### src/design/rkf78_mul.sv
// ----------------------------------------------------------------------------
// rkf78_mul
// Signed 64 x 64 multiplier, one 32 x 32 partial product per cycle.
// ----------------------------------------------------------------------------
module rkf78_mul (
  input  logic          clk,
  input  logic          rst_n,
  input  logic          start,
  input  logic [63:0]   a,
  input  logic [63:0]   b,
  output logic          done,
  output logic [127:0]  prod
);

  logic [63:0]  ma_r, mb_r;
  logic         neg_r, active_r, done_r;
  logic [2:0]   step_r;
  logic [127:0] acc_r, prod_r;
  logic [63:0]  pp;
  logic [127:0] pp_sh;

  assign pp = 64'(ma_r[{step_r[1], 5'b0} +: 32]) * 64'(mb_r[{step_r[0], 5'b0} +: 32]);

  always_comb begin
    case (step_r[1:0])
      2'd0:    pp_sh = {64'b0, pp};
      2'd3:    pp_sh = {pp, 64'b0};
      default: pp_sh = {32'b0, pp, 32'b0};
    endcase
  end

  always_ff @(posedge clk) begin
    if (!rst_n) begin
      active_r <= 1'b0;
      done_r   <= 1'b0;
    end else begin
      done_r <= active_r && !start && (step_r == 3'd4);
      if (start) begin
        ma_r     <= a[63] ? 64'd0 - a : a;
        mb_r     <= b[63] ? 64'd0 - b : b;
        neg_r    <= a[63] ^ b[63];
        acc_r    <= '0;
        step_r   <= '0;
        active_r <= 1'b1;
      end else if (active_r) begin
        if (step_r < 3'd4) begin
          acc_r  <= acc_r + pp_sh;
          step_r <= step_r + 3'd1;
        end else begin
          prod_r   <= neg_r ? 128'd0 - acc_r : acc_r;
          active_r <= 1'b0;
        end
      end
    end
  end

  assign done = done_r;
  assign prod = prod_r;

endmodule

### config.mk
export PLATFORM = sky130hd
export DESIGN_NAME = rkf78_mul
export DESIGN_NICKNAME = d
export VERILOG_FILES = /design/src/design/rkf78_mul.sv
export SDC_FILE = /design/constraint.sdc
export NUM_CORES = 2
export LEC_CHECK = 0
export BUFFER_PORTS_ARGS = -buffer_cell sky130_fd_sc_hd__buf_2
export CAP_MARGIN = 0
export CORE_MARGIN = 2
export CORE_UTILIZATION = 60
export DETAILED_ROUTE_END_ITERATION = 7
export PLACE_DENSITY = 0.79
export SLEW_MARGIN = 30
export SYNTH_ARGS = -nofsm -noshare
export SYNTH_HDL_FRONTEND = slang
export SYNTH_SLANG_ARGS = --single-unit
### constraint.sdc
create_clock -name clk -period 16.1 [get_ports clk]
set_input_delay 3.22 -clock clk [delete_from_list [all_inputs] [get_ports clk]]
set_output_delay 3.22 -clock clk [all_outputs]
set_load 0.1 [all_outputs]
==> flow_summary.toml <==
[outcome]
outcome = "complete, but fails checks"
violations = "design-rule violations"

[floorplanning]
core_um2 = 100000
dieHeight_um = 321
ioPinCount = 260
die_w_um = 321
core.rowCount = 116
die_area_um2 = 103000
initial_core_util_pct = 60.5

[timing]
tightest_slew_ns = 1.05
rsz0062_at_grt = "false"
whs_ns = 0.561
finalSetupTns_ns = 0
clock.fmax_mhz = 67.4
hold_viol = 0
relSlewSlack_pct = 27.9
finClkSkew_ns = 0.0442
setup_viol = 0
slew_violations = 0
fin_crit_sh_pct = 92.1
fin_crit_ns = 14.83

[synth]
synth_top_area_share_pct = 29.7
synthCells = 6664
ys_ff_latch = 390
synth_area_leaders = "fa_1, edfxtp_1, ha_1, inv_1, nor2_1"
synth_area_leader_cell = "fa_1"
synth_area_um2 = 60500
ys_seq_area_share_pct = 19.3
synthFlopType = "edfxtp_1"
syn-num-nets = 8094
yosys_warnings = 0
synth-async-reset-ratio_pct = 0
synth_edf_count = 388
synth_area_per_cell_um2 = 9.07
ys_types = 86

[grt]
antenna_found_initial = 5
grt_max_degree = 129
grt_pass1_wl_mm = 309
overflow = 0
grt_pass1_vias = 51500
grt_usage_pct = 40.0

[drt]
ant_nets = 0
drt_pass1_iterations = 8
drc_errors = 5
vias_per_cell = 6.33
drtIter0Drc = 5610
wl_per_cell_um = 25.5
routed_wl_mm = 206
num_vias = 51300

[critical_path]
r2r_setup_slack_ns = 1.27
worst_ep_arrival_time_ns = 15.23
crit_slowest_cell = "edfxtp_1"
cp_common_cell = "fa_1"
crit_type = "flip-flop to flip-flop"
cp_data_required_time_ns = 16.50
cp_max_fo = 20
cp-start-kind = "flip-flop"
critical-path-max-stage-delay_ns = 0.99
endpoint_kind = "flip-flop"

[placement]
place_congestion = 1.06
io_buffer_count = 259
hpwl_mm = 164

[final_layout]
final_nets = 8195
drive_gt1_share_pct = 8.88
multiInputGateArea_um2 = 44400
area_growth_pct = 7.61
regArea_um2 = 11700
num-fill-cells = 8100

[cts]
postCtsHoldBufs = 0
clk_pin_slew_ns = 0.07
cts_made_buffers = 45
clock-sinks = 390
cts_resized = 0
clockBufferDepth = 3
cts_tree = "built"
htreeDepth = 2
post_cts_buffers = 0
clk-insertion-delay-late_ns = 0.66
clockRootBuffer = "clkbuf_16"

[flow_run]
drv_cap = 0

[hold_path]
hold_path.class = "flip-flop to flip-flop"
-- routing by layer --
metal | global-route usage [%] | up-vias | part of all wire, %
met3 | 12.9 | 932 | 13
li1 | - | 22000 | -
met2 | 60.1 | 3238 | 44
met1 | 50.8 | 25100 | 37
met4 | 23.5 | 8 | 7.1
met5 | 0 | - | 0.034
-- layout make-up --
type                       instances  area share (%)
antenna                            2         0.00769
clock buffer                      51            1.80
clock inverter                    33           0.540
inverter                         947            5.46
multi-input combinational       5020            68.3
sequential                       390            18.0
tap                             1298            2.50
timing repair buffer             361            3.46
-- path summary, 6_finish.rpt --
kind / start / endpoint / depth (start not counted)
worst max register to register: step_r[1]$_SDFFCE_PP0P_ / acc_r[120]$_SDFFCE_PP0P_ / 39
worst max-delay path: step_r[1]$_SDFFCE_PP0P_ / acc_r[120]$_SDFFCE_PP0P_ / 39
worst min register to register: acc_r[0]$_SDFFCE_PP0P_ / prod[0]$_DFFE_PP_ / 0
worst min-delay path: acc_r[0]$_SDFFCE_PP0P_ / prod[0]$_DFFE_PP_ / 0
-- cells in the final DEF, fill, tap and decap left out, drive strengths merged, types with 13 or more instances in the layout --
cell type    n
or2         23
a21oi      284
o21ai      266
or3         55
a22o        35
buf        361
clkinv      21
nor2       890
xnor2      357
clkbuf      51
inv        950
o31ai       98
a31oi       29
nor3        62
a211oi      13
and2        56
o41ai       37
ha         402
nand4       91
mux2        66
mux2i       62
edfxtp     388
nand2b      35
xor2        71
or4         39
o21a        30
fa         897
o21bai      61
nand2      742
nand3       33
nor4        25
a21o        83
a21boi      14
nor2b       30
and3        23
-- sequential cells by signal, indices dropped and copies added, names as in the netlist --
signal    flops
acc_r       128
active_r      1
done          1
ma_r         64
mb_r         64
neg_r         1
prod        128
step_r        3
-- cell usage after synthesis, types with 29 or more instances --
cell type	instances
o21ai_0	264
inv_1	947
or3_1	53
a21o_1	83
a31oi_1	29
edfxtp_1	388
and2_1	56
clkbuf_1	289
or4_1	32
xnor2_1	357
nand3_1	33
ha_1	402
o41ai_1	32
o31ai_1	98
o21bai_1	61
nor2b_1	30
nand2b_1	34
nand2_1	742
nor3_1	59
a22o_1	35
xor2_1	71
fa_1	897
nor2_1	888
mux2_2	66
mux2i_1	62
a21oi_1	284
o21a_1	30
nand4_1	91
-- kinds of logic after synthesis --
| family | after synthesis | synth area share [%] |
|---|---|---|
| simple gates | 2134 | 15.5 |
| fa+ha+maj | 1299 | 38.0 |
| buf+inv | 1254 | 7.79 |
| xor+xnor | 429 | 6.24 |
| compound gates | 1030 | 10.8 |
| mux | 128 | 2.26 |
| flops | 390 | 19.3 |
-- metrics by stage --
| stage | setup WS, ns | util [%] | cells | area, um^2 |
|---|---|---|---|---|
| floorplan | 4.77 | - | 6664 | 60500 |
| CTS | 1.77 | 64.9 | 8094 | 64900 |
| detailed placement | 1.84 | 63.4 | 8010 | 63400 |
| finish | 1.27 | 65.1 | 8102 | 65100 |
| global placement | 1.48 | 63.3 | 8003 | 63300 |
| global route | 0.989 | 65.1 | 8100 | 65100 |
-- critical path: cells and delay by family, from the launching register on --
kind	cells	cell delay (ns)
AO/OA/AOI/OAI	17	5.55
XOR/XNOR	1	0.67
adder cells (fa/ha/maj)	10	4.53
buffers and inverters	5	0.71
flip-flops	1	0.99
multiplexers	2	1.28
AND/OR/NAND/NOR	4	0.80
Power is left out: the tool's default activity adds up to more than one toggle a clock period on the data nets, which glitch-free logic cannot reach.
